--- config.mk ---
export PLATFORM = sky130hd
export DESIGN_NAME = gregorian_date_to_day_number_flat
export DESIGN_NICKNAME = d
export VERILOG_FILES = /design/src/rtl/core/gdn_pkg.sv /design/src/rtl/core/gdn_if.sv /design/src/rtl/core/gregorian_date_to_day_number.sv /design/src/flat_wrapper.sv
export SDC_FILE = /design/constraint.sdc
export NUM_CORES = 1
export LEC_CHECK = 0
export ABC_AREA = 1
export BUFFER_PORTS_ARGS = -buffer_cell sky130_fd_sc_hd__buf_2
export CAP_MARGIN = 40
export CORE_MARGIN = 2
export CORE_UTILIZATION = 25
export CTS_CLUSTER_DIAMETER = 200
export DETAILED_ROUTE_END_ITERATION = 8
export SETUP_SLACK_MARGIN = 0.4
export SLEW_MARGIN = 10
export SYNTH_ARGS = -nofsm -noshare
export SYNTH_HDL_FRONTEND = slang
export SYNTH_SLANG_ARGS = --single-unit
--- constraint.sdc ---
create_clock -name i_clk -period 7.3 [get_ports i_clk]
set_clock_uncertainty 0.1 [all_clocks]
set_input_delay 1.095 -clock i_clk [delete_from_list [all_inputs] [get_ports i_clk]]
set_output_delay 1.095 -clock i_clk [all_outputs]
set_load 0.05 [all_outputs]
--- src/rtl/core/gdn_pkg.sv ---
// Shared widths, limits and month tables for the Gregorian day number block.
// No dependencies; used by the channel interfaces and the top level.
`timescale 1ns / 1ps
`default_nettype none

package gdn_pkg;

    // Field widths
    localparam int YEAR_W   = 14;
    localparam int MONTH_W  = 4;
    localparam int DAY_W    = 5;
    localparam int DAYNUM_W = 22;
    localparam int WDAY_W   = 3;
    // full day count before truncation to the output field, eight octal digits
    localparam int TOTAL_W  = 24;
    // quotient of a year by 100 fits in 8 bits
    localparam int CENT_W   = 8;
    // days before a month plus leap day plus day of month
    localparam int OFFS_W   = 9;

    // Last year accepted as a valid date
    localparam logic [YEAR_W-1:0] MAX_YEAR = 14'd9999;

    // Month numbers used by name
    localparam logic [MONTH_W-1:0] MONTH_JAN = 4'd1;
    localparam logic [MONTH_W-1:0] MONTH_FEB = 4'd2;
    localparam logic [MONTH_W-1:0] MONTH_DEC = 4'd12;

    // x / 100 == (x * RECIP_100) >> RECIP_SHIFT, exact for x < 2**14
    localparam logic [12:0] RECIP_100   = 13'd5243;
    localparam int          RECIP_SHIFT = 19;
    localparam int          PROD100_W   = YEAR_W + 13;

    // Length of each month in a common year
    function automatic logic [DAY_W-1:0] month_days(input logic [MONTH_W-1:0] month);
        logic [DAY_W-1:0] len;
        case (month)
            4'd1:    len = 5'd31;
            4'd2:    len = 5'd28;
            4'd3:    len = 5'd31;
            4'd4:    len = 5'd30;
            4'd5:    len = 5'd31;
            4'd6:    len = 5'd30;
            4'd7:    len = 5'd31;
            4'd8:    len = 5'd31;
            4'd9:    len = 5'd30;
            4'd10:   len = 5'd31;
            4'd11:   len = 5'd30;
            4'd12:   len = 5'd31;
            default: len = 5'd0;
        endcase
        return len;
    endfunction

    // Days in a common year before the first of each month
    function automatic logic [OFFS_W-1:0] days_before(input logic [MONTH_W-1:0] month);
        logic [OFFS_W-1:0] cum;
        case (month)
            4'd1:    cum = 9'd0;
            4'd2:    cum = 9'd31;
            4'd3:    cum = 9'd59;
            4'd4:    cum = 9'd90;
            4'd5:    cum = 9'd120;
            4'd6:    cum = 9'd151;
            4'd7:    cum = 9'd181;
            4'd8:    cum = 9'd212;
            4'd9:    cum = 9'd243;
            4'd10:   cum = 9'd273;
            4'd11:   cum = 9'd304;
            4'd12:   cum = 9'd334;
            default: cum = 9'd0;
        endcase
        return cum;
    endfunction

endpackage

`default_nettype wire

--- src/rtl/core/gdn_if.sv ---
// Valid/ready channels for date requests and day number results.
// Depends on gdn_pkg for the field widths.
`timescale 1ns / 1ps
`default_nettype none

// Date request channel
interface gdn_req_if
    import gdn_pkg::*;
();
    logic               valid;
    logic               ready;
    logic [YEAR_W-1:0]  year_in;
    logic [MONTH_W-1:0] month_in;
    logic [DAY_W-1:0]   day_in;

    modport source (output valid, year_in, month_in, day_in, input ready);
    modport sink   (input valid, year_in, month_in, day_in, output ready);
endinterface

// Result channel
interface gdn_rsp_if
    import gdn_pkg::*;
();
    logic                valid;
    logic                ready;
    logic                date_valid;
    logic [DAYNUM_W-1:0] day_number;
    logic [WDAY_W-1:0]   weekday;
    logic [DAY_W-1:0]    month_length;
    logic                leap;

    modport source (output valid, date_valid, day_number, weekday, month_length, leap,
                    input ready);
    modport sink   (input valid, date_valid, day_number, weekday, month_length, leap,
                    output ready);
endinterface

`default_nettype wire

--- src/rtl/core/gregorian_date_to_day_number.sv ---
// Four register stages: divide by 100, leap and month checks, day count sum,
// weekday fold and output register. Throughput: one request per cycle while
// o_rsp.ready is high; each stage advances when it is empty or the stage after
// it advances, so a stall loses nothing.
// Reset (i_rst_n low, synchronous) clears all stage valid bits.
// Top level of the Gregorian day number block.
// Depends on gdn_pkg and the channel interfaces in gdn_if.sv.
`timescale 1ns / 1ps
`default_nettype none

module gregorian_date_to_day_number
    import gdn_pkg::*;
#(
    parameter logic [YEAR_W-1:0] YEAR_LIMIT = MAX_YEAR
)
(
    input  wire        i_clk,
    input  wire        i_rst_n,
    gdn_req_if.sink    i_req,
    gdn_rsp_if.source  o_rsp
);

    // Stage advance chain
    logic adv1, adv2, adv3, adv4;
    logic r_v1, r_v2, r_v3, r_v4;

    assign adv4 = !r_v4 || o_rsp.ready;
    assign adv3 = !r_v3 || adv4;
    assign adv2 = !r_v2 || adv3;
    assign adv1 = !r_v1 || adv2;
    assign i_req.ready = adv1;

    // Valid bits travel with the data
    always_ff @(posedge i_clk) begin
        if (!i_rst_n) begin
            r_v1 <= 1'b0;
            r_v2 <= 1'b0;
            r_v3 <= 1'b0;
            r_v4 <= 1'b0;
        end else begin
            if (adv1) r_v1 <= i_req.valid;
            if (adv2) r_v2 <= r_v1;
            if (adv3) r_v3 <= r_v2;
            if (adv4) r_v4 <= r_v3;
        end
    end

    // ---------------- Stage 1: range check, prior year, divide by 100
    logic [YEAR_W-1:0]    n_prev;
    logic [PROD100_W-1:0] n_prod100;
    logic [TOTAL_W-1:0]   n_p365;
    logic                 n_range_ok;

    logic [YEAR_W-1:0]  r1_prev;
    logic [CENT_W-1:0]  r1_q100;
    logic [TOTAL_W-1:0] r1_p365;
    logic               r1_range_ok;
    logic [MONTH_W-1:0] r1_month;
    logic [DAY_W-1:0]   r1_day;
    logic [1:0]         r1_year_lo;

    always_comb begin
        n_prev     = i_req.year_in - YEAR_W'(1);
        n_prod100  = PROD100_W'(n_prev) * PROD100_W'(RECIP_100);
        n_p365     = TOTAL_W'(n_prev) * TOTAL_W'(365);
        n_range_ok = (i_req.year_in != '0) && (i_req.year_in <= YEAR_LIMIT)
                  && (i_req.month_in >= MONTH_JAN) && (i_req.month_in <= MONTH_DEC);
    end

    always_ff @(posedge i_clk) begin
        if (adv1) begin
            r1_prev     <= n_prev;
            r1_q100     <= n_prod100[RECIP_SHIFT +: CENT_W];
            r1_p365     <= n_p365;
            r1_range_ok <= n_range_ok;
            r1_month    <= i_req.month_in;
            r1_day      <= i_req.day_in;
            r1_year_lo  <= i_req.year_in[1:0];
        end
    end

    // ---------------- Stage 2: leap rule, month length, day check
    logic [YEAR_W:0]    n_cent_end;
    logic [CENT_W-1:0]  n_q_year;
    logic               n_leap;
    logic [DAY_W-1:0]   n_mlen;
    logic               n_valid;
    logic [TOTAL_W-1:0] n_base;
    logic [OFFS_W-1:0]  n_offs;

    logic [TOTAL_W-1:0] r2_base;
    logic [OFFS_W-1:0]  r2_offs;
    logic [CENT_W-1:0]  r2_q100;
    logic               r2_valid;
    logic               r2_leap;
    logic [DAY_W-1:0]   r2_mlen;

    always_comb begin
        // year is a multiple of 100 when prior year ends in 99
        n_cent_end = (YEAR_W+1)'(r1_q100) * (YEAR_W+1)'(100) + (YEAR_W+1)'(99);
        n_q_year   = r1_q100 + CENT_W'(1);
        n_leap     = r1_range_ok && (r1_year_lo == 2'd0)
                  && ((n_cent_end != (YEAR_W+1)'(r1_prev)) || (n_q_year[1:0] == 2'd0));
        n_mlen     = month_days(r1_month)
                   + DAY_W'(n_leap && (r1_month == MONTH_FEB));
        n_valid    = r1_range_ok && (r1_day != '0) && (r1_day <= n_mlen);
        n_base     = r1_p365 + TOTAL_W'(r1_prev >> 2);
        n_offs     = days_before(r1_month)
                   + OFFS_W'(n_leap && (r1_month > MONTH_FEB))
                   + OFFS_W'(r1_day);
    end

    always_ff @(posedge i_clk) begin
        if (adv2) begin
            r2_base  <= n_base;
            r2_offs  <= n_offs;
            r2_q100  <= r1_q100;
            r2_valid <= n_valid;
            r2_leap  <= n_leap;
            r2_mlen  <= n_mlen;
        end
    end

    // ---------------- Stage 3: full day count
    logic [TOTAL_W-1:0] n_total;

    logic [TOTAL_W-1:0] r3_total;
    logic               r3_valid;
    logic               r3_leap;
    logic [DAY_W-1:0]   r3_mlen;

    // base is never below q100, so the subtraction cannot wrap
    assign n_total = r2_base + TOTAL_W'(r2_offs) + TOTAL_W'(r2_q100 >> 2)
                   - TOTAL_W'(r2_q100);

    always_ff @(posedge i_clk) begin
        if (adv3) begin
            r3_total <= n_total;
            r3_valid <= r2_valid;
            r3_leap  <= r2_leap;
            r3_mlen  <= r2_mlen;
        end
    end

    // ---------------- Stage 4: weekday by octal digit fold, output register
    logic [5:0]        n_dsum;
    logic [3:0]        n_fold;
    logic [WDAY_W-1:0] n_wday;

    logic                r4_date_valid;
    logic [DAYNUM_W-1:0] r4_day_number;
    logic [WDAY_W-1:0]   r4_weekday;
    logic [DAY_W-1:0]    r4_month_length;
    logic                r4_leap;

    // 8 == 1 mod 7, so the sum of octal digits keeps the residue
    always_comb begin
        n_dsum = '0;
        for (int k = 0; k < 8; k++) begin
            n_dsum = n_dsum + 6'(r3_total[3*k +: 3]);
        end
        n_fold = 4'(n_dsum[5:3]) + 4'(n_dsum[2:0]);
        if (n_fold >= 4'd7) begin
            n_wday = 3'(n_fold - 4'd7);
        end else begin
            n_wday = n_fold[2:0];
        end
    end

    always_ff @(posedge i_clk) begin
        if (adv4) begin
            r4_date_valid   <= r3_valid;
            r4_day_number   <= r3_valid ? r3_total[DAYNUM_W-1:0] : '0;
            r4_weekday      <= r3_valid ? n_wday : '0;
            r4_month_length <= r3_valid ? r3_mlen : '0;
            r4_leap         <= r3_valid && r3_leap;
        end
    end

    assign o_rsp.valid        = r_v4;
    assign o_rsp.date_valid   = r4_date_valid;
    assign o_rsp.day_number   = r4_day_number;
    assign o_rsp.weekday      = r4_weekday;
    assign o_rsp.month_length = r4_month_length;
    assign o_rsp.leap         = r4_leap;

    // ---------------- Checks
    // an accepted request always occupies stage 1 next cycle
    a_req_enters: assert property (@(posedge i_clk) disable iff (!i_rst_n)
        (i_req.valid && i_req.ready) |=> r_v1)
        else $error("accepted request not captured in stage 1");

    // stage 3 content moves into the output register when it advances
    a_out_loads: assert property (@(posedge i_clk) disable iff (!i_rst_n)
        (r_v3 && adv4) |=> o_rsp.valid)
        else $error("stage 3 request dropped at output register");

    // nothing is presented right after reset
    a_reset_empty: assert property (@(posedge i_clk)
        $past(!i_rst_n) |-> !o_rsp.valid)
        else $error("result presented right after reset");

    // a valid date has a nonzero count and a real month length
    a_valid_fields: assert property (@(posedge i_clk) disable iff (!i_rst_n)
        (o_rsp.valid && o_rsp.date_valid) |->
            (o_rsp.day_number != '0) && (o_rsp.month_length >= 5'd28)
            && (o_rsp.weekday < 3'd7))
        else $error("valid date with impossible result fields");

    // an invalid date carries zero fields
    a_invalid_zero: assert property (@(posedge i_clk) disable iff (!i_rst_n)
        (o_rsp.valid && !o_rsp.date_valid) |->
            (o_rsp.day_number == '0) && (o_rsp.month_length == '0) && !o_rsp.leap)
        else $error("invalid date with nonzero result fields");

endmodule

`default_nettype wire

--- src/flat_wrapper.sv ---
// flat-port wrapper written by rule: the top's interface ports become plain ports
module gregorian_date_to_day_number_flat import gdn_pkg::*;
#(
    parameter logic [YEAR_W-1:0] YEAR_LIMIT = MAX_YEAR
)
  (i_clk, i_rst_n, i_req_valid, i_req_year_in, i_req_month_in, i_req_day_in, i_req_ready, o_rsp_valid, o_rsp_date_valid, o_rsp_day_number, o_rsp_weekday, o_rsp_month_length, o_rsp_leap, o_rsp_ready);
  gdn_req_if i_req_i ();
  gdn_rsp_if o_rsp_i ();
  input  wire i_clk;
  input  wire i_rst_n;
  input wire logic [$bits(i_req_i.valid)-1:0] i_req_valid;
  input wire logic [$bits(i_req_i.year_in)-1:0] i_req_year_in;
  input wire logic [$bits(i_req_i.month_in)-1:0] i_req_month_in;
  input wire logic [$bits(i_req_i.day_in)-1:0] i_req_day_in;
  output wire logic [$bits(i_req_i.ready)-1:0] i_req_ready;
  output wire logic [$bits(o_rsp_i.valid)-1:0] o_rsp_valid;
  output wire logic [$bits(o_rsp_i.date_valid)-1:0] o_rsp_date_valid;
  output wire logic [$bits(o_rsp_i.day_number)-1:0] o_rsp_day_number;
  output wire logic [$bits(o_rsp_i.weekday)-1:0] o_rsp_weekday;
  output wire logic [$bits(o_rsp_i.month_length)-1:0] o_rsp_month_length;
  output wire logic [$bits(o_rsp_i.leap)-1:0] o_rsp_leap;
  input wire logic [$bits(o_rsp_i.ready)-1:0] o_rsp_ready;
  assign i_req_i.valid = i_req_valid;
  assign i_req_i.year_in = i_req_year_in;
  assign i_req_i.month_in = i_req_month_in;
  assign i_req_i.day_in = i_req_day_in;
  assign i_req_ready = i_req_i.ready;
  assign o_rsp_valid = o_rsp_i.valid;
  assign o_rsp_date_valid = o_rsp_i.date_valid;
  assign o_rsp_day_number = o_rsp_i.day_number;
  assign o_rsp_weekday = o_rsp_i.weekday;
  assign o_rsp_month_length = o_rsp_i.month_length;
  assign o_rsp_leap = o_rsp_i.leap;
  assign o_rsp_i.ready = o_rsp_ready;
  gregorian_date_to_day_number #(.YEAR_LIMIT(YEAR_LIMIT)) u_core (.i_clk(i_clk), .i_rst_n(i_rst_n), .i_req(i_req_i), .o_rsp(o_rsp_i));
endmodule
* Word level (Yosys, flattened, before mapping)
Memories as Yosys holds them, arrays and structs flattened. A register that Yosys moved wholly into a read port is not among the register bits. Index checks and enable logic that the tools add are counted.
Cells by class: $add $sub $neg 19, multiply operators 3, $lt $le $gt $ge 6, equality and inequality tests 2, muxes and demuxes 3, reductions and logical operators 23
Operator list (count):
- $add A6 B3 Y6 | 6
- $mul A14 B13 Y27 const B | 1
- $add A23 B12 Y24 | 1
- $add A24 B6 Y24 | 1
- $add A24 B9 Y24 | 1
- $sub A24 B8 Y24 | 1
- $mul A14 B9 Y23 const B | 1
- $add A15 B7 Y15 const B | 1
- $ne A15 B14 Y1 | 1
- $le A14 B14 Y1 const B | 1
- $reduce_bool A14 Y1 | 1
- $sub A14 B1 Y14 const B | 1
- $mul A8 B5 Y13 const B | 1
- $logic_and A1 B1 Y1 | 10
- $add A9 B1 Y9 | 1
- $add A9 B5 Y9 | 1
- $add A3 B3 Y4 | 2
- $mux W4 | 2
- $add A5 B1 Y5 | 1
- $le A5 B5 Y1 | 1
- $logic_or A1 B1 Y1 | 5
- $reduce_bool A5 Y1 | 1
- $eq A4 B2 Y1 const B | 1
- $ge A4 B1 Y1 const B | 1
- 8 further kinds | 12
Storage, ports and cells: bits in registers 172, bits in read-only memories 224, input bits 27, output and inout bits 34, word-level logic and storage cells 84, memories 2
Memories:
- (no name shown) | words 16, bits a word 9, rd ports 1, clocked after memory_dff 1, wr ports 0, line gdn_pkg.sv:58 | case (month)
- (no name shown) | words 16, bits a word 5, rd ports 1, clocked after memory_dff 1, wr ports 0, line gdn_pkg.sv:37 | case (month)

* Logic depth before layout (Yosys ltp)
Gate-level depths: netlist of run 1.
depth in word-level cells 10, mapped depth 30, mapped depth without buffers 30

* Worst setup path before layout of run 1
OpenSTA, ideal clock, no wires.
kind input port to flip-flop, start point input i_req_year_in[0], end point register u_core.r1_q100[5] (data pin), setup time 0.264 ns, data arrival time 6.142 ns, data required time 6.936 ns, path slack 0.794 ns, stages on the path 25, path buffers 0, cells stage by stage inv_1 -> ha_1 -> nand2_1 -> nor3_1 -> nand2_1 -> xor2_1 -> inv_1 -> ha_1 -> inv_1 -> fa_1 -> inv_1 -> fa_1 -> inv_1 -> fa_1 -> fa_1 -> inv_1 -> ha_1 -> nand2_1 -> nor2_1 -> inv_1 -> nor3_1 -> nand3_1 -> nand3_1 -> a31oi_1 -> xor2_1
Between the ends: cells in the longest elaborated chain, start to end 2
Ends and longest elaborated chain:
- from (decl) | line flat_wrapper.sv:12 | input wire logic [$bits(i_req_i.year_in)-1:0] i_req_year_in;
- $sub A14 B1 Y14 | line gregorian_date_to_day_number.sv:63 | n_prev = i_req.year_in - YEAR_W'(1);
- net u_core.n_prev[8] | line gregorian_date_to_day_number.sv:49 | logic [YEAR_W-1:0] n_prev;
- $mul A14 B13 Y27 | line gregorian_date_to_day_number.sv:64 | n_prod100 = PROD100_W'(n_prev) * PROD100_W'(RECIP_100);
- net u_core.n_prod100[24] | line gregorian_date_to_day_number.sv:50 | logic [PROD100_W-1:0] n_prod100;
- to (signal assigned) | line gregorian_date_to_day_number.sv:73 | r1_q100 <= n_prod100[RECIP_SHIFT +: CENT_W];
- to (decl) | line gregorian_date_to_day_number.sv:55 | logic [CENT_W-1:0] r1_q100;
The timed path passes the listed nets, and every way through them passes these cells. A chain may end at the register's enable or synchronous reset.

* Worst setup path in the final report of run 1
start point input i_req_year_in[2], end point register u_core.r1_q100[5] (data pin)
The elaborated chain is that of the path after synthesis.

==> flow_summary.ini, run 1 <==
[finish]
fillers = 6794
nets = 2200
seq_area_mm2 = 0.00531
drive_gt1_frac = 0.0829
area_delta_synth_final_pct = 12.6
multi_input_area_mm2 = 0.00982
num_antenna_cells = 0
fin_area_mm2 = 0.0187
fin_util = 0.285

[floorplan]
die_area_mm2 = 0.0686
start_util = 0.253
fp.dieH_um = 262
core_mm2 = 0.0657
die_w_um = 262
core.rowCount = 94
pin_count = 61

[route]
dr_wl_met2_um = 17100
wl_met1_um = 17100
drt_iter0_drc = 617
post-route-drc-count = 0
wl_um = 36300
avgViaCountPerCell = 4.33
avgRoutedWirePerCell_um = 13.6
dr_wl_met3_um = 1650
firstDrtPassIters = 5
ant_nets = 0
highest-signal-layer = met4
num_vias = 11500

[clock_tree]
cts_tree = yes
htreeDepth = 4
cts_hold_buffers = 0
post_cts_buffers = 0
cts_buffers = 17
ctsResizeCount = 0
clock-sinks = 182
clock_latency_ps = 480
clockRootBuffer = clkbuf_16
clockBufferDepth = 2
clkSlewWorstSetupHoldPaths_ps = 80

[placement]
hpwl_um = 30800
io_buffers = 60
placed_cell_area_mm2 = 0.0181
place_congestion = 0.921

[synthesis]
synth_warnings = 0
synth_edf_count = 166
synth_area_mm2 = 0.0166
yosysSeqAreaShare = 0.319
synthesis.nets = 2110
synth_cells = 1695
synthArstFlopShare = 0
ys_ff_latch = 182
synthFlopType = edfxtp_1
ys_types = 50
syn_avg_cell_area_um2 = 9.81

[run_status]
status = finished clean

[timing]
period_needed_ps = 6450
hold_viol = 0
setup_violations = 0
worst_pin_slew_ps = 912
rsz0062_at_grt = false
max_slew_margin = 0.387
fin_crit_sh = 0.884
finalMaxSlewViolations = 0
max_clock_freq_mhz = 155
setup_tns_ps = 0

[global_route]
gr-total-overflow = 0
grt_max_degree = 62
grt_pass1_vias = 11700
antenna_found_initial = 1
gr-usage-all-layers = 0.110
grt_pass1_wl_um = 59100

[flow_run]
cap_violations = 0

[worst_setup_path]
criticalPathCategory = in -> reg
critical_path.max_fanout = 6
worst_setup_path_end_kind = flop
cp-start-kind = input pin
slowest_delay_ps = 600
critPathBufInv = 5
cp.arrival_ps = 6560
crit_path_frequent_cell = nand2_1
required_ps = 7410
slowest_stage = fa_1
cp_top_family = adder cells

[hold_path]
min_path_type = reg -> reg
worst reg2reg max path: stages (launching register included):
cell and delay, ps:
edfxtp_1 410, ha_1 210, inv_1 60, fa_1 370, xor2_1 160, fa_1 480
inv_1 60, fa_1 500, fa_1 510, fa_1 550, inv_1 70, fa_1 450
xnor2_1 170, ha_1 220, fa_1 440, ha_1 210, inv_1 70, nor2_1 50
inv_1 100, nand2_1 90, o21ai_0 170, a21oi_1 60
area by class of cell:
cell class                 count  share of cell area
multi-input combinational   1114               0.525
clock inverter                15             0.00869
inverter                     395              0.0793
timing repair buffer          75              0.0233
tap                          864              0.0578
clock buffer                  17              0.0227
sequential                   182               0.283
through the flow:
| step | setup WS, ps | cells | hold slack, ps |
|---|---|---|---|
| 3_3_place_gp | 347 | 2626 | 302 |
| 2_1_floorplan | 794 | 1695 | 300 |
| 3_5_place_dp | 223 | 2629 | 307 |
| 5_1_grt | 416 | 2662 | 336 |
| 4_1_cts | 737 | 2661 | 327 |
| 6_report | 850 | 2662 | 326 |
placed cells by master, fill, tap and decap left out, types with 3 or more instances in the layout:
| cell type | netlist | layout |
|---|---|---|
| inv_1 | 388 | 387 |
| ha_1 | 249 | 249 |
| nand2_1 | 232 | 232 |
| edfxtp_1 | 166 | 166 |
| fa_1 | 139 | 139 |
| a21oi_1 | 96 | 96 |
| nor2_1 | 69 | 69 |
| xor2_1 | 64 | 63 |
| buf_2 | 0 | 62 |
| nand3_1 | 53 | 53 |
| o21ai_0 | 51 | 51 |
| xnor2_1 | 31 | 31 |
| clkbuf_16 | 0 | 17 |
| nor3_1 | 18 | 16 |
| nand4_1 | 16 | 16 |
| dfxtp_1 | 16 | 16 |
| buf_4 | 0 | 11 |
| a31oi_1 | 9 | 9 |
| nand2_2 | 8 | 8 |
| a21o_1 | 8 | 8 |
| o21bai_1 | 7 | 7 |
| inv_2 | 6 | 6 |
| o21ai_1 | 6 | 6 |
| o21a_1 | 6 | 6 |
| nor2_4 | 5 | 5 |
| nor4_1 | 5 | 5 |
| nand3b_1 | 5 | 5 |
| inv_8 | 0 | 5 |
| nor2_2 | 3 | 3 |
| nand3_2 | 3 | 3 |
| o21ai_2 | 3 | 3 |
| o221ai_1 | 3 | 3 |
| clkinv_8 | 0 | 3 |
| clkinvlp_4 | 0 | 3 |
| clkinv_4 | 0 | 3 |
logic make-up (layout without fill, tap and decap cells):
| logic type | Yosys count | after routing | synth area share |
|---|---|---|---|
| DFF | 182 | 182 | 0.319 |
| xor gates and xnor gates | 95 | 95 | 0.0501 |
| AOI/OAI and AO/OA | 207 | 207 | 0.0715 |
| and+or+nand+nor | 424 | 424 | 0.114 |
| adders and majority gates | 388 | 388 | 0.355 |
| buffers and inverters | 399 | 502 | 0.0907 |
flip-flops by register name (all words and copies together), names as in the netlist, 4 cells and up, named ones only:
name                       flops
u_core.o_rsp.day_number       22
u_core.o_rsp.month_length      5
u_core.r1_day                  5
u_core.r1_month                4
u_core.r1_p365                21
u_core.r1_prev                14
u_core.r1_q100                 8
u_core.r2_base                24
u_core.r2_mlen                 5
u_core.r2_offs                 9
u_core.r2_q100                 8
u_core.r3_mlen                 5
u_core.r3_total               24
synthesized netlist by cell type, drive strengths merged, types with 2 or more instances:
library cell  count  area [µm²]
inv             395        1490
ha              249        3120
nand2           242         943
edfxtp          166        4980
fa              139        2780
a21oi            98         498
nor2             78         354
xor2             64         561
o21ai            61         328
nand3            57         313
xnor2            31         272
nor3             18        90.1
dfxtp            16         320
nand4            16         100
a31oi             9        56.3
a21o              8        60.1
o21bai            7        52.6
o21a              6        45.0
nand3b            5        37.5
nor4              5        31.3
clkbuf            3        11.3
o221ai            3        26.3
a211oi            2        15.0
a21boi            2        18.8
a221oi            2        17.5
o22ai             2        12.5
or2               2        12.5
routing by layer:
layer,vias to the layer above,track usage
met5,-,0
met4,0,0.0284
met3,31,0.0193
met2,231,0.181
met1,5584,0.148
li1,5686,-
final timing paths:
kind / startpoint / endpoint / slack (ps) / cells past startpoint
setup / recovery: i_req_year_in[2] / u_core.r1_q100[5] / 850 / 27
setup reg to reg: u_core.r3_total[3] / u_core.o_rsp.weekday[0] / 1530 / 21
hold / removal: u_core.r2_leap / u_core.r3_leap / 330 / 0
hold reg to reg: u_core.r2_leap / u_core.r3_leap / 330 / 0
Power of run 1 is not shown: default switching activity piles up to over one toggle a cycle in this logic, so the estimate is an artifact.
==> inputs of run 2 (changes only) <==
--- a/config.mk
+++ b/config.mk
@@ -8,10 +8,13 @@
 export ABC_AREA = 1
 export BUFFER_PORTS_ARGS = -buffer_cell sky130_fd_sc_hd__buf_2
 export CAP_MARGIN = 40
+export CELL_PAD_IN_SITES_DETAIL_PLACEMENT = 2
+export CELL_PAD_IN_SITES_GLOBAL_PLACEMENT = 2
 export CORE_MARGIN = 2
-export CORE_UTILIZATION = 25
+export CORE_UTILIZATION = 42
 export CTS_CLUSTER_DIAMETER = 200
 export DETAILED_ROUTE_END_ITERATION = 8
+export PLACE_DENSITY_LB_ADDON = 0.1
 export SETUP_SLACK_MARGIN = 0.4
 export SLEW_MARGIN = 10
 export SYNTH_ARGS = -nofsm -noshare
==> run 2 against run 1 <==
Compared with the run above:
- cell area decreased by 2.1%
- register-to-register slack got worse by 80 ps
- first-iteration DRC count decreased by 40%
- via count increased by 4.1%
==> flow_summary.ini, run 2 (synthesis gave the netlist of run 1 again) <==
[route]
ant_nets = 0
wl_um = 47700
num_vias = 12000
post-route-drc-count = 0
avgRoutedWirePerCell_um = 20.6
drt_iter0_drc = 373
avgViaCountPerCell = 5.18
firstDrtPassIters = 5

[floorplan]
pin_count = 61
core_mm2 = 0.0388
die_area_mm2 = 0.0412
start_util = 0.428
fp.dieH_um = 203
die_w_um = 203
core.rowCount = 72

[finish]
fillers = 4199
most-common-layout-cells = 386 x inv_1, 243 x ha_1, 231 x nand2_1, 166 x edfxtp_1, 139 x fa_1
nets = 2202
drive_gt1_frac = 0.0939
area_delta_synth_final_pct = 10.3
fin_area_mm2 = 0.0183
final_common_cell = inv_1
num_antenna_cells = 0

[global_route]
grt_pass1_vias = 13800
grt_max_degree = 48
use_met1 = 0.282
grt_pass1_wl_um = 75500
gr-usage-all-layers = 0.241
gr-total-overflow = 0
grt-busiest-layer = met2
antenna_found_initial = 1
grt_util_met2 = 0.455
grt.met3_usage = 0.0335

[clock_tree]
cts_buffers = 17
clock-sinks = 182
htreeDepth = 4
clockBufferDepth = 2
cts_tree = yes
clockRootBuffer = clkbuf_16
clkSlewWorstSetupHoldPaths_ps = 70
clock_latency_ps = 460

[placement]
io_buffers = 60
placed_cell_area_mm2 = 0.0177
hpwl_um = 40900
place_congestion = 0.914

[worst_setup_path]
regToRegStartpoint = u_core.r3_total[3]
critPathBufInv = 4
slowest_delay_ps = 510
crit_chain = buf_2 > nor2_1 > nand2_1 > nor4_2 > nand2_1 > or2_2 > xor2_1 > inv_2 > ha_1 > ha_2 > inv_1 > fa_1 > inv_1 > fa_1 > fa_1 > ha_1 > nand2_1 > nor3_2 > nand3_1 > nand3_2 > a31oi_1 > xor2_1
critical_path.max_fanout = 7
cp_top_family = adder cells
worst_setup_path_end_kind = flop
criticalPathCategory = in -> reg
reg2reg_to = u_core.o_rsp.weekday[0]
required_ps = 7410
r2r_setup_slack_ps = 1450
cp-start-kind = input pin
worst_r2r_path_depth = 21
slowest_stage = fa_1
cp.arrival_ps = 6680

[run_status]
status = finished clean

[timing]
finalMaxSlewViolations = 0
period_needed_ps = 6580
hold_viol = 0
fin_crit_sh = 0.901
setup_violations = 0
worst_pin_slew_ps = 806
max_clock_freq_mhz = 152
rsz0062_at_grt = true
max_slew_margin = 0.463

[hold_path]
hold_depth = 0
min_path_type = reg -> reg
hold_start = u_core.r2_mlen[4]
min_to = u_core.r3_mlen[4]

[flow_run]
cap_violations = 0
==> run 2: layer usage <==
metal,vias up,part of all wire
met4,2,0.024
met2,182,0.54
met3,72,0.028
met5,-,0.00038
li1,5681,-
met1,6067,0.41
==> run 2: area by class of cell <==
cell class              instances  area, µm²  share of cell area
clock buffers                  17        425              0.0232
clock inverters                15        136             0.00744
inverters                     395       1490              0.0811
multi-input cells            1114       9880               0.539
flip-flops and latches        182       5310               0.290
well taps                     518        648              0.0354
repair buffers                 77        445              0.0243
==> run 2: how the worst max path moves through the flow <==
stage	startpoint	endpoint	slack, ps	depth (start not counted)
6_report	i_req_year_in[6]	u_core.r1_q100[5]	720	22
3_3_place_gp	i_req_year_in[6]	u_core.r1_q100[5]	130	22
5_1_grt	i_req_year_in[1]	u_core.r1_q100[5]	360	29
2_1_floorplan	i_req_year_in[0]	u_core.r1_q100[5]	790	25
3_5_place_dp	i_req_year_in[4]	u_core.r1_q100[5]	-160	22
4_1_cts	i_req_year_in[4]	u_core.r1_q100[5]	500	22
==> run 2: timing repair <==
action,in CTS,in global routing
gates resized for setup,1,20
setup buffers,0,0
pin swaps,0,1
hold buffers,0,0
setup endpoints to repair,3,9
cloned,0,0
==> run 2: metrics by stage <==
stage / utilization / cells / setup TNS, ps / setup WS [ps] / hold WS [ps]
after floorplan: - / 1695 / 0 / 794 / 300
after global placement: 0.455 / 2283 / 0 / 132 / 300
final: 0.472 / 2318 / 0 / 722 / 324
after global routing: 0.472 / 2318 / 0 / 357 / 331
after CTS: 0.470 / 2318 / 0 / 496 / 324
after detailed placement: 0.456 / 2286 / -429 / -158 / 306
Power of run 2 is left out for the same reason.
==> inputs of run 3 (changes only) <==
--- a/config.mk
+++ b/config.mk
@@ -6,15 +6,12 @@
 export NUM_CORES = 1
 export LEC_CHECK = 0
 export ABC_AREA = 1
-export BUFFER_PORTS_ARGS = -buffer_cell sky130_fd_sc_hd__buf_2
+export BUFFER_PORTS_ARGS = -buffer_cell sky130_fd_sc_hd__clkbuf_2
 export CAP_MARGIN = 40
-export CELL_PAD_IN_SITES_DETAIL_PLACEMENT = 2
-export CELL_PAD_IN_SITES_GLOBAL_PLACEMENT = 2
 export CORE_MARGIN = 2
-export CORE_UTILIZATION = 42
+export CORE_UTILIZATION = 45
 export CTS_CLUSTER_DIAMETER = 200
 export DETAILED_ROUTE_END_ITERATION = 8
-export PLACE_DENSITY_LB_ADDON = 0.1
 export SETUP_SLACK_MARGIN = 0.4
 export SLEW_MARGIN = 10
 export SYNTH_ARGS = -nofsm -noshare
==> run 3 against run 2 <==
Compared with the run above:
- critical endpoint unchanged
- wire length decreased by 29%
- cell area decreased by 0.68%
- sequential share of layout area up 0.20 points
- critical path type unchanged
- maximum frequency rose by 1.3%
- first-iteration DRC count increased by 37%
==> flow_summary.ini, run 3 (synthesis gave the netlist of run 1 again) <==
[floorplan]
die_area_mm2 = 0.0385
fp.dieH_um = 196
start_util = 0.455
die_w_um = 196
pin_count = 61
core_mm2 = 0.0365
core.rowCount = 70

[worst_setup_path]
cp-start-kind = input pin
cp.arrival_ps = 6580
required_ps = 7380
worst_setup_path_end_kind = flop
slowest_delay_ps = 600
critical_path.max_fanout = 5
criticalPathCategory = in -> reg
crit_path_frequent_cell = nand2_1
slowest_stage = fa_1

[clock_tree]
clock-sinks = 182
cts_hold_buffers = 0
clock_latency_ps = 440
clockRootBuffer = clkbuf_16
cts_buffers = 17
clkSlewWorstSetupHoldPaths_ps = 70
htreeDepth = 4
cts_tree = yes
clockBufferDepth = 2
post_cts_buffers = 0
ctsResizeCount = 0

[timing]
fin_ws_ps = 810
period_needed_ps = 6490
finalMaxSlewViolations = 0
fin_crit_sh = 0.889
max_slew_margin = 0.362
hold_viol = 0
setup_violations = 0
max_clock_freq_mhz = 154
setup_tns_ps = 0
rsz0062_at_grt = true
worst_pin_slew_ps = 947

[route]
num_vias = 11200
avgViaCountPerCell = 4.96
ant_nets = 0
post-route-drc-count = 0
avgRoutedWirePerCell_um = 15.0
wl_um = 34100
firstDrtPassIters = 4
drt_iter0_drc = 510

[global_route]
grt_pass1_vias = 11500
gr-usage-all-layers = 0.186
grt_max_degree = 66
grt_pass1_wl_um = 56000
antenna_found_initial = 2
gr-total-overflow = 0

[finish]
nets = 2198
final_common_cell = inv_1
most-common-layout-cells = 387 x inv_1, 247 x ha_1, 231 x nand2_1, 166 x edfxtp_1, 139 x fa_1
num_antenna_cells = 0
drive_gt1_frac = 0.0824
area_delta_synth_final_pct = 9.51

[placement]
place_congestion = 0.908
hpwl_um = 29200
dp_slack_ps = 245
io_buffers = 60

[run_status]
status = finished clean

[flow_run]
cap_violations = 0

[hold_path]
min_path_type = reg -> reg
run 3: through the flow:
step	hold slack [ps]	instance area, µm²	instances	utilization
after floorplan	300	16600	1695	-
after global placement	307	17600	2231	0.481
after detailed placement	306	17600	2232	0.482
after CTS	323	18200	2264	0.498
after global routing	338	18200	2264	0.498
final	322	18200	2264	0.498
run 3: routing by layer:
layer  track usage  routed length (µm)
met5             0                  10
met4        0.0592                 777
met3        0.0303                1090
met2         0.330               17000
met1         0.233               15200
run 3: layout make-up:
type                    instances  area, µm²
inverters                     395       1490
fillers                      3384      18300
multi-input cells            1114       9820
flip-flops and latches        182       5310
repair buffers                 73        405
well taps                     468        586
clock inverters                14        160
clock buffers                  18        439
run 3: worst max-delay path, delay by kind of cell:
family / cells / cell delay (ps)
AOI/OAI and AO/OA: 2 / 290
xor gates and xnor gates: 1 / 160
adders and majority gates: 7 / 3010
buffers and inverters: 5 / 390
and+or+nand+nor: 14 / 1630
run 3: final timing paths:
kind / start / endpoint / slack, ps / depth (start not counted)
max: i_req_year_in[1] / u_core.r1_q100[5] / 810 / 29
min: u_core.r2_leap / u_core.r3_leap / 320 / 0
max reg2reg: u_core.r3_total[0] / u_core.o_rsp.weekday[0] / 1600 / 21
min reg2reg: u_core.r2_leap / u_core.r3_leap / 320 / 0
Power of run 3 is left out for the same reason.
